==> config.mk <==
export PLATFORM = sky130hd
export DESIGN_NAME = background_crop_bounding_box
export DESIGN_NICKNAME = d
export VERILOG_FILES = /design/src/sv/bcbb_pkg.sv /design/src/sv/bcbb_regs.sv /design/src/sv/background_crop_bounding_box.sv
export SDC_FILE = /design/constraint.sdc
export NUM_CORES = 1
export LEC_CHECK = 0
export ABC_AREA = 1
export BUFFER_PORTS_ARGS = -buffer_cell sky130_fd_sc_hd__clkbuf_2
export CORE_MARGIN = 2
export CORE_UTILIZATION = 44
export DETAILED_ROUTE_END_ITERATION = 7
export PLACE_DENSITY = 0.67
export SETUP_SLACK_MARGIN = 0.1
export SYNTH_ARGS = -nofsm -noshare
export SYNTH_HDL_FRONTEND = slang
export SYNTH_SLANG_ARGS = --single-unit
==> constraint.sdc <==
create_clock -name clk -period 9.69 [get_ports clk]
set_input_delay 2.4225 -clock clk [delete_from_list [all_inputs] [get_ports clk]]
set_output_delay 2.4225 -clock clk [all_outputs]
set_load 0.005 [all_outputs]
==> src/sv/bcbb_pkg.sv <==
// Package: shared types, register map and helpers for the background crop bounding box.
package bcbb_pkg;

  // Register map
  localparam int ADDR_W      = 4;
  localparam int DATA_W      = 32;
  localparam int CLOSE_W     = 8;
  localparam int SIDE_CFG_W  = 13;
  localparam int CHAN_W      = 8;

  localparam logic [1:0] REG_CLOSENESS    = 2'd0;
  localparam logic [1:0] REG_FRAME_WIDTH  = 2'd1;
  localparam logic [1:0] REG_FRAME_HEIGHT = 2'd2;

  localparam logic [CLOSE_W-1:0]    CLOSENESS_RST    = 8'd15;
  localparam logic [SIDE_CFG_W-1:0] FRAME_WIDTH_RST  = 13'd640;
  localparam logic [SIDE_CFG_W-1:0] FRAME_HEIGHT_RST = 13'd480;

  // Result field widths
  localparam int POS_OUT_W  = 12;
  localparam int SIZE_OUT_W = 13;

  typedef struct packed {
    logic [CLOSE_W-1:0]    closeness;
    logic [SIDE_CFG_W-1:0] frame_width;
    logic [SIDE_CFG_W-1:0] frame_height;
  } cfg_t;

  // Absolute difference of two channel values
  function automatic logic [CHAN_W-1:0] chan_diff(input logic [CHAN_W-1:0] a,
                                                  input logic [CHAN_W-1:0] b);
    logic [CHAN_W-1:0] d;
    d = (a > b) ? (a - b) : (b - a);
    return d;
  endfunction

endpackage

==> src/sv/bcbb_regs.sv <==
// Configuration register file behind the APB-style port.
module bcbb_regs
  import bcbb_pkg::*;
(
  input  logic              clk,
  input  logic              rst,
  input  logic              psel,
  input  logic              penable,
  input  logic              pwrite,
  input  logic [ADDR_W-1:0] paddr,
  input  logic [DATA_W-1:0] pwdata,
  output logic [DATA_W-1:0] prdata,
  output cfg_t              cfg
);

  logic       wr_en;
  logic [1:0] reg_idx;

  assign wr_en   = psel && penable && pwrite;
  assign reg_idx = paddr[ADDR_W-1:2];

  // Write the addressed register; unmapped addresses drop the write
  always_ff @(posedge clk) begin
    if (rst) begin
      cfg.closeness    <= CLOSENESS_RST;
      cfg.frame_width  <= FRAME_WIDTH_RST;
      cfg.frame_height <= FRAME_HEIGHT_RST;
    end else if (wr_en) begin
      case (reg_idx)
        REG_CLOSENESS:    cfg.closeness    <= pwdata[CLOSE_W-1:0];
        REG_FRAME_WIDTH:  cfg.frame_width  <= pwdata[SIDE_CFG_W-1:0];
        REG_FRAME_HEIGHT: cfg.frame_height <= pwdata[SIDE_CFG_W-1:0];
        default: ;
      endcase
    end
  end

  // Read back the addressed register
  always_comb begin
    case (reg_idx)
      REG_CLOSENESS:    prdata = DATA_W'(cfg.closeness);
      REG_FRAME_WIDTH:  prdata = DATA_W'(cfg.frame_width);
      REG_FRAME_HEIGHT: prdata = DATA_W'(cfg.frame_height);
      default:          prdata = '0;
    endcase
  end

endmodule

==> src/sv/background_crop_bounding_box.sv <==
// Top level: background-color autocrop bounding box over one RGB frame in raster order.
// Timing: a pixel is registered at acceptance; the crop result of a frame's last pixel
//   then passes from the input register to the output register and shows on m_tvalid,
//   later while a previous result still waits.
// Throughput: one pixel per cycle; input stalls only when a frame ends while the
//   previous crop result is still waiting at the output register.
// Reset (rst, synchronous): registers go to closeness 15, 640 x 480, frame position zero.
module background_crop_bounding_box
  import bcbb_pkg::*;
#(
  parameter int MAX_SIDE = 4096
) (
  input  logic              clk,
  input  logic              rst,
  // Pixel input
  input  logic              s_tvalid,
  output logic              s_tready,
  input  logic [23:0]       s_tdata,   // red[7:0], green[15:8], blue[23:16]
  // Crop result output
  output logic              m_tvalid,
  input  logic              m_tready,
  output logic [55:0]       m_tdata,   // crop_left[11:0], crop_top[23:12],
                                       // crop_width[36:24], crop_height[49:37], zero pad
  output logic              m_tuser,   // content_found
  // Configuration
  input  logic              psel,
  input  logic              penable,
  input  logic              pwrite,
  input  logic [ADDR_W-1:0] paddr,
  input  logic [DATA_W-1:0] pwdata,
  output logic [DATA_W-1:0] prdata,
  output logic              pready
);

  localparam int CW = $clog2(MAX_SIDE);
  localparam int SW = CW + 1;
  localparam int LW = (SW > SIDE_CFG_W) ? SW : SIDE_CFG_W;

  cfg_t cfg;

  assign pready = 1'b1;

  bcbb_regs u_regs (
    .clk     (clk),
    .rst     (rst),
    .psel    (psel),
    .penable (penable),
    .pwrite  (pwrite),
    .paddr   (paddr),
    .pwdata  (pwdata),
    .prdata  (prdata),
    .cfg     (cfg)
  );

  // Effective frame size: zero reads as one, large values saturate
  logic [LW-1:0] fw_ext, fh_ext;
  logic [SW-1:0] fw_eff, fh_eff;

  assign fw_ext = LW'(cfg.frame_width);
  assign fh_ext = LW'(cfg.frame_height);

  always_comb begin
    if (fw_ext == '0)                fw_eff = SW'(1);
    else if (fw_ext > LW'(MAX_SIDE)) fw_eff = SW'(MAX_SIDE);
    else                             fw_eff = SW'(fw_ext);
    if (fh_ext == '0)                fh_eff = SW'(1);
    else if (fh_ext > LW'(MAX_SIDE)) fh_eff = SW'(MAX_SIDE);
    else                             fh_eff = SW'(fh_ext);
  end

  // Input register stage
  logic              pix_valid;
  logic [CHAN_W-1:0] pix_r, pix_g, pix_b;

  // Frame state
  logic [CW-1:0]     col_count, row_count;
  logic [CW-1:0]     min_col, max_col, min_row, max_row;
  logic              seen;
  logic [CHAN_W-1:0] bg_r, bg_g, bg_b;

  // Output register
  logic                  out_valid;
  logic [POS_OUT_W-1:0]  out_left, out_top;
  logic [SIZE_OUT_W-1:0] out_width, out_height;
  logic                  out_found;

  logic first_pix, is_content, last_col, last_row, frame_end, stall;
  logic advance;
  logic [CW-1:0] min_col_next, max_col_next, min_row_next, max_row_next;
  logic [CW-1:0] left_next, top_next;
  logic [SW-1:0] width_next, height_next;
  logic [CHAN_W-1:0] ref_r, ref_g, ref_b;

  assign first_pix = (col_count == '0) && (row_count == '0);
  // The first pixel is its own background
  assign ref_r = first_pix ? pix_r : bg_r;
  assign ref_g = first_pix ? pix_g : bg_g;
  assign ref_b = first_pix ? pix_b : bg_b;

  assign is_content = !first_pix &&
                      ((chan_diff(pix_r, ref_r) > cfg.closeness) ||
                       (chan_diff(pix_g, ref_g) > cfg.closeness) ||
                       (chan_diff(pix_b, ref_b) > cfg.closeness));

  assign last_col  = (SW'(col_count) + SW'(1)) >= fw_eff;
  assign last_row  = (SW'(row_count) + SW'(1)) >= fh_eff;
  assign frame_end = last_col && last_row;

  // Hold the stage only when a frame ends and the previous result is still waiting
  assign stall    = pix_valid && frame_end && out_valid && !m_tready;
  assign advance  = pix_valid && !stall;
  assign s_tready = !pix_valid || !stall;

  // Extent update including the current pixel
  always_comb begin
    min_col_next = min_col;
    max_col_next = max_col;
    min_row_next = min_row;
    max_row_next = max_row;
    if (is_content) begin
      if (!seen) begin
        min_col_next = col_count;
        max_col_next = col_count;
        min_row_next = row_count;
        max_row_next = row_count;
      end else begin
        if (col_count < min_col) min_col_next = col_count;
        if (col_count > max_col) max_col_next = col_count;
        if (row_count < min_row) min_row_next = row_count;
        if (row_count > max_row) max_row_next = row_count;
      end
    end
  end

  // Crop rectangle with a one-pixel margin on left and top
  assign left_next   = (min_col_next != '0) ? (min_col_next - CW'(1)) : '0;
  assign top_next    = (min_row_next != '0) ? (min_row_next - CW'(1)) : '0;
  assign width_next  = SW'(max_col_next) + SW'(1) - SW'(left_next);
  assign height_next = SW'(max_row_next) + SW'(1) - SW'(top_next);

  // Register the incoming pixel
  always_ff @(posedge clk) begin
    if (rst) begin
      pix_valid <= 1'b0;
    end else if (s_tvalid && s_tready) begin
      pix_valid <= 1'b1;
    end else if (advance) begin
      pix_valid <= 1'b0;
    end
  end

  always_ff @(posedge clk) begin
    if (s_tvalid && s_tready) begin
      pix_r <= s_tdata[7:0];
      pix_g <= s_tdata[15:8];
      pix_b <= s_tdata[23:16];
    end
  end

  // Advance frame position, background and extent
  always_ff @(posedge clk) begin
    if (rst) begin
      col_count <= '0;
      row_count <= '0;
      seen      <= 1'b0;
      bg_r      <= '0;
      bg_g      <= '0;
      bg_b      <= '0;
      min_col   <= '0;
      max_col   <= '0;
      min_row   <= '0;
      max_row   <= '0;
    end else if (advance) begin
      if (first_pix) begin
        bg_r <= pix_r;
        bg_g <= pix_g;
        bg_b <= pix_b;
      end
      min_col <= min_col_next;
      max_col <= max_col_next;
      min_row <= min_row_next;
      max_row <= max_row_next;
      if (!last_col) begin
        col_count <= col_count + CW'(1);
        seen      <= seen || is_content;
      end else begin
        col_count <= '0;
        if (!last_row) begin
          row_count <= row_count + CW'(1);
          seen      <= seen || is_content;
        end else begin
          row_count <= '0;
          seen      <= 1'b0;
        end
      end
    end
  end

  // Load the result register at frame end, drop it once taken
  always_ff @(posedge clk) begin
    if (rst) begin
      out_valid <= 1'b0;
    end else if (advance && frame_end) begin
      out_valid <= 1'b1;
    end else if (m_tready) begin
      out_valid <= 1'b0;
    end
  end

  always_ff @(posedge clk) begin
    if (advance && frame_end) begin
      if (seen || is_content) begin
        out_left   <= POS_OUT_W'(left_next);
        out_top    <= POS_OUT_W'(top_next);
        out_width  <= SIZE_OUT_W'(width_next);
        out_height <= SIZE_OUT_W'(height_next);
        out_found  <= 1'b1;
      end else begin
        out_left   <= '0;
        out_top    <= '0;
        out_width  <= '0;
        out_height <= '0;
        out_found  <= 1'b0;
      end
    end
  end

  assign m_tvalid = out_valid;
  assign m_tdata  = {6'd0, out_height, out_width, out_top, out_left};
  assign m_tuser  = out_found;

  // Extent stays ordered while content has been seen
  a_extent_order: assert property (@(posedge clk) disable iff (rst)
    seen |-> (min_col <= max_col) && (min_row <= max_row))
    else $error("content extent out of order");

  // A frame-end pixel that moves on always produces a result
  a_frame_result: assert property (@(posedge clk) disable iff (rst)
    (advance && frame_end) |=> out_valid)
    else $error("frame end without result");

  // A result with content has a nonempty rectangle
  a_found_nonempty: assert property (@(posedge clk) disable iff (rst)
    (out_valid && out_found) |-> (out_width != '0) && (out_height != '0))
    else $error("content found but empty rectangle");

  // A result without content is all zero
  a_empty_zero: assert property (@(posedge clk) disable iff (rst)
    (out_valid && !out_found) |->
      (out_left == '0) && (out_top == '0) && (out_width == '0) && (out_height == '0))
    else $error("empty frame with nonzero rectangle");

  // Frame position stays within the largest supported side
  a_pos_range: assert property (@(posedge clk) disable iff (rst)
    (SW'(col_count) < SW'(MAX_SIDE)) && (SW'(row_count) < SW'(MAX_SIDE)))
    else $error("frame position out of range");

endmodule
* Word level (Yosys, flattened, before mapping)
Index checks and enable logic that the tools add are counted.
W data, S select, Z words.
** Operators by class
- Add/subtract/negate cells :: 16
- Magnitude comparators :: 14
- Equal/unequal tests :: 2
- Muxes and demuxes :: 34
- Reductions and logical operators :: 32
** Operators with widths (number)
- $mux W12 :: 16
- $add A12 B1 Y13 const B :: 4
- $mux W13 :: 4
- $gt A8 B8 Y1 :: 6
- $mux W8 :: 6
- $sub A8 B8 Y8 :: 6
- $pmux W13 S3 :: 1
- $ge A13 B13 Y1 :: 2
- $gt A13 B13 Y1 const B :: 2
- $logic_not A13 Y1 :: 2
- $sub A13 B12 Y13 :: 2
- $add A12 B1 Y12 const B :: 2
- $gt A12 B12 Y1 :: 2
- $logic_not A12 Y1 :: 2
- $lt A12 B12 Y1 :: 2
- $reduce_bool A12 Y1 :: 2
- $sub A12 B1 Y12 const B :: 2
- $logic_and A1 B1 Y1 :: 11
- $reduce_and A2 Y1 :: 4
- $mux W1 :: 7
- $logic_not A1 Y1 :: 4
- $logic_or A1 B1 Y1 :: 4
- $reduce_bool A2 Y1 :: 2
- $eq A2 B1 Y1 const B :: 1
- 2 further kinds :: 2
** Word-level totals
- Bits in registers :: 208
- Input bits :: 67

* Depth between registers and ports, before layout
- Depth in word-level cells :: 13
- Mapped depth :: 58
- Gate-level depth less buffers :: 55

* Cells and area by module
Synthesis repeated with hierarchy kept, for this count alone.
** Second synthesis, totals
- Cells, all modules :: 2139
- Area total of the unflattened synthesis :: 15671.3 um2
** By module, submodules not included
- background_crop_bounding_box :: times used 1, cells an instance 1868, area each 13883.3 um2, seq. area each 4234.1 um2
- bcbb_regs :: times used 1, cells an instance 271, area each 1788.0 um2, seq. area each 680.7 um2

* Worst setup path before layout
OpenSTA, ideal clock, no wires.
- Path kind :: register to register
- Start point :: reg row_count[0]
- End point :: reg out_height[11], data pin
- Setup time :: 260 ps
- Data arrival time :: 7141 ps
- Data required time :: 9430 ps
- Path slack :: 2289 ps
- Stages on the path, launching flop included :: 52
- Path through :: dfxtp_1 inv_1 ha_1 nand4_1 nor2_1 nand3_1 clkbuf_1 o21ai_0 inv_1 fa_1 o21ai_0 nand2_1 o211ai_1 nand2_1 o211ai_1 o21ai_0 o21ai_0 xnor2_1 (+16 left out) nor2_4 nand3_2 buf_6 nand2_1 inv_1 ha_1 inv_1 ha_1 inv_1 fa_1 inv_1 a21oi_1 nor2_1 nor2_1 o21bai_1 a21oi_1 o21bai_1 a21oi_1
** On the way
- Elaborated cells between the ends (all ways) :: 38
- Classes of those cells :: 9 x add/sub; 8 x order compare; 13 x mux; 8 x reduce/logical
** RTL lines
- start: declaration :: line background_crop_bounding_box.sv:76 : logic [CW-1:0] col_count, row_count;
- start signal: assignment :: line background_crop_bounding_box.sv:189 : row_count <= row_count + CW'(1);
- $logic_not A12 Y1 * :: line background_crop_bounding_box.sv:94 : assign first_pix = (col_count == '0) && (row_count == '0);
- $logic_and A1 B1 Y1 * :: line background_crop_bounding_box.sv:94
- $mux W8 *
- named net ref_b[1] :: line background_crop_bounding_box.sv:92 : logic [CHAN_W-1:0] ref_r, ref_g, ref_b;
- $sub A8 B8 Y8 / $gt A8 B8 Y1 (equally long branches) :: line bcbb_pkg.sv:33 : d = (a > b) ? (a - b) : (b - a);
- $mux W8 * :: line bcbb_pkg.sv:33
- $gt A8 B8 Y1 * :: line background_crop_bounding_box.sv:103 : (chan_diff(pix_b, ref_b) > cfg.closeness));
- $logic_or A1 B1 Y1 * :: line background_crop_bounding_box.sv:102 : (chan_diff(pix_g, ref_g) > cfg.closeness) ||
- $logic_and A1 B1 Y1 * :: line background_crop_bounding_box.sv:100 : assign is_content = !first_pix &&
- $mux W12 * :: line background_crop_bounding_box.sv:120 : if (is_content) begin
- $sub A12 B1 Y12 / $reduce_bool A12 Y1 (equally long branches) :: line background_crop_bounding_box.sv:137 : assign top_next = (min_row_next != '0) ? (min_row_next - CW'(1)) : '0;
- $mux W12 * :: line background_crop_bounding_box.sv:137
- named net top_next[1] :: line background_crop_bounding_box.sv:90 : logic [CW-1:0] left_next, top_next;
- $sub A13 B12 Y13 * :: line background_crop_bounding_box.sv:139 : assign height_next = SW'(max_row_next) + SW'(1) - SW'(top_next);
- end signal: assignment :: line background_crop_bounding_box.sv:216 : out_height <= SIZE_OUT_W'(height_next);
- end: declaration :: line background_crop_bounding_box.sv:84 : logic [SIZE_OUT_W-1:0] out_width, out_height;
Mark *: on every way through the listed nets, which the timed path passes. The rest lies on a longest branch.
A chain may end at the register's enable or synchronous reset.

* Worst setup path in the final report
Ends and elaborated chain as after synthesis.

==> flow_metrics.py <==
metrics = {
    "detailed_routing": {
        "drc": 0,
        "ant_nets": 0,
        "wl_per_cell_um": 14.8,
        "drt_wl_total_um": 38900,
        "dr_total_vias": 13800,
        "drt_first_iter_violations": 877,
        "via_per_inst": 5.26,
        "first_pass_iters": 5,
    },
    "grt": {
        "first_pass_grt_wire_length_um": 63700,
        "global_route.usage.total_pct": 21.2,
        "number_of_global_route_vias_before_repair": 13000,
        "pin_count_of_the_biggest_net_entering_global_routing": 109,
        "globalRoute.totalOverflow": 0,
        "antenna_found_initial": 0,
    },
    "worst_setup_path": {
        "timing.reg2reg.setup_slack_ns": 1.04,
        "end_kind": "flop",
        "setup.worst_path.class": "flop to flop",
        "ff2ff_path_depth": 51,
        "worst_r2r_startpoint": "row_count[0]",
        "crit_fanout": 21,
        "cp_data_arrival_time_ns": 9.03,
        "worstSetupStartpointType": "flop",
        "slowest_stage": "fa_1",
        "critical-path-max-stage-delay_ns": 0.40,
        "worst-endpoint-required_ns": 10.07,
        "r2r_end": "out_height[11]",
        "crit_path_frequent_cell": "nand2_1",
    },
    "final_layout": {
        "postLayoutCoreUtil_pct": 49.6,
        "number_of_flip_flops_in_the_largest_register": 34,
        "n_antenna_cell": 0,
        "layout_top_registers": "u_regs.cfg: 34 flops, out_height: 13 flops, out_width: 13 flops",
        "max_flop_register": "u_regs.cfg",
        "final_cells": 2621,
        "design.final.nets": 2412,
        "final_layout_size_suffix_gt1_share_pct": 12.0,
        "stdcell_area_mm2": 0.0171,
        "areaGrowthSynthToFinish_pct": 10.8,
    },
    "worst_hold_path": {
        "worst_hold_startpoint": "bg_g[2]",
        "worstHoldPathType": "flop to flop",
        "holdPathEnd": "bg_g[2]",
        "min_path_cells": 2,
    },
    "sta": {
        "grt_setup_unrepaired": "no",
        "timing.clock.skew_ns": 0.00783,
        "relSlewSlack_pct": 32.0,
        "setup-tns-final_ns": 0,
        "timing_worst_slew_pin_value_ns": 1.02,
        "final_period_minus_worst_setup_slack_ns": 8.65,
        "whs_ns": 0.459,
        "finalHoldViolCount": 0,
        "layout_worst_path_cycle_share_pct": 89.3,
        "setup_viol": 0,
        "fmaxAchievable_mhz": 116,
        "drv_slew": 0,
    },
    "yosys": {
        "post_syn_area_mm2": 0.0155,
        "syn-instance-count": 2060,
        "asyncSetResetFlopFracSynth_pct": 0,
        "synth_edf_count": 75,
        "yosys_most_used_dff": "dfxtp_1",
        "syn_avg_cell_area_um2": 7.51,
        "synth-seq-cells": 208,
        "yosysUniqueCellTypes": 53,
        "yosysWarnings": 0,
        "synth.yosys.seq_area_share_pct": 31.8,
    },
    "placement": {
        "dp_hpwl_um": 29400,
        "dpl.cell_count": 2577,
        "dpl-instance-area_mm2": 0.0163,
        "globalplace.congestion": 0.932,
        "place.port_buffers": 111,
    },
    "clock_network": {
        "clk_pin_slew_ns": 0.06,
        "cts_inserted_buffers": 24,
        "cts_tree": "done",
        "clock_sinks": 208,
        "cts_buffer_depth": 3,
        "clk-insertion-delay-late_ns": 0.54,
        "cts_setup_buffers": 0,
        "cts_root_buf": "clkbuf_16",
        "htreeDepth": 1,
    },
    "floorplanning": {
        "num_io_pins": 159,
        "dieHeight_um": 191,
        "core.rowCount": 68,
        "die-area_mm2": 0.0367,
        "design.core.area_mm2": 0.0345,
        "floorplan.initialDensity_pct": 44.8,
        "die_width_um": 191,
    },
    "power": {
        "ir_drop_v": 0.000161,
        "cellLeakagePower_nw": 8.34,
        "power_per_cell_area_mw_per_mm2": 240,
    },
    "job": {
        "max_capacitance_violation_total": 0,
    },
    "status": {
        "run_status": "finished clean",
    },
}
## power breakdown
part | internal [mW] | total (mW) | switching, mW
combinational | 0.749 | 2.10 | 1.35
sequential | 1.03 | 1.06 | 0.0264
clock | 0.568 | 0.954 | 0.385
total | 2.35 | 4.11 | 1.77
## layout by cell type, fill, tap and decap left out, types with 10 or more instances in the layout
cell type,synthesis,routed
o221ai_1,12,12
a211oi_1,10,10
o21ai_1,31,31
nand2_2,16,15
nand2_1,413,413
clkbuf_16,0,26
o21ai_0,151,151
inv_2,28,29
a21oi_1,205,204
nand4_1,52,52
nor4_1,11,11
nand3_2,19,19
inv_1,276,275
clkbuf_2,1,111
nor3_1,11,11
nand3_1,74,73
xor2_1,43,43
buf_4,35,15
edfxtp_1,75,75
conb_1,2,26
dfxtp_1,133,133
ha_1,191,191
nor2_1,132,131
## layer usage
metal / wire, um / GRT usage (%) / part of all wire, % / vias up
met2: 18800 / 37.2 / 48 / 371
met3: 2120 / 2.59 / 5.4 / 68
met1: 16900 / 27.3 / 43 / 6323
met5: 0 / 0 / 0 / -
met4: 1100 / 6.04 / 2.8 / 0
li1: - / - / - / 7029
## worst max-delay path: cells and delay by family (launching register included)
family	cells	cell delay (ns)
AOI/OAI and AO/OA	13	1.90
xor gates and xnor gates	1	0.15
adders and majority gates	8	2.15
buffers and inverters	9	1.02
DFF	1	0.39
and+or+nand+nor	20	2.86
## what timing repair did
action,in CTS,in global routing
gates resized for setup,0,2
hold buffers,0,0
setup endpoints to repair,0,5
## cells by family after synthesis
group / share of synthesized area [%]
mux: 0.340
xor+xnor: 2.83
buf+inv: 10.8
fa+ha+maj: 16.2
other cells: 0.0486
compound gates: 16.2
flops: 31.8
simple gates: 21.8
## Yosys cell counts, types with 3 or more instances
library cell | count | area, um2
a211oi_1 | 10 | 75.1
a21o_1 | 4 | 30.0
a21oi_1 | 205 | 1030
buf_2 | 10 | 50.1
buf_4 | 35 | 263
buf_6 | 5 | 56.3
clkbuf_1 | 35 | 131
dfxtp_1 | 133 | 2660
edfxtp_1 | 75 | 2250
fa_1 | 6 | 120
ha_1 | 191 | 2390
inv_1 | 276 | 1040
inv_2 | 28 | 105
mux2i_1 | 3 | 30.0
nand2_1 | 413 | 1550
nand2_2 | 16 | 100
nand3_1 | 74 | 370
nand3_2 | 19 | 190
nand3_4 | 3 | 52.6
nand4_1 | 52 | 325
nor2_1 | 132 | 495
nor2_4 | 6 | 67.6
nor3_1 | 11 | 55.1
nor3_2 | 3 | 30.0
nor4_1 | 11 | 68.8
o211a_1 | 8 | 80.1
o211ai_1 | 9 | 67.6
o21a_1 | 5 | 37.5
o21ai_0 | 151 | 756
o21ai_1 | 31 | 155
o21ai_2 | 6 | 52.6
o21bai_1 | 7 | 52.6
o221ai_1 | 12 | 105
xnor2_1 | 7 | 61.3
xor2_1 | 43 | 377
## area by class of cell
cell class	count	area (um2)
repair buffers	126	668
inverters	305	1140
multi-input cells	1483	9000
fillers	3408	17400
clock buffers	27	654
well taps	455	569
flip-flops and latches	208	4910
clock inverters	17	176
## per-stage QoR
step	worst slack, ns	power, mW
2_1_floorplan	2.29	2.73
3_3_place_gp	1.02	3.11
3_5_place_dp	0.805	3.16
4_1_cts	0.762	4.14
5_1_grt	0.140	4.52
6_report	1.04	4.11
## worst max path at each step
stage	from	end	slack [ns]	cells past startpoint
6_report	row_count[0]	out_height[11]	1.04	51
5_1_grt	row_count[0]	out_height[11]	0.14	51
3_3_place_gp	row_count[0]	out_height[11]	1.02	51
3_5_place_dp	row_count[0]	out_height[11]	0.81	51
2_1_floorplan	row_count[0]	out_height[11]	2.29	51
4_1_cts	row_count[0]	out_height[11]	0.76	51
(Power assumes the default switching activity.)
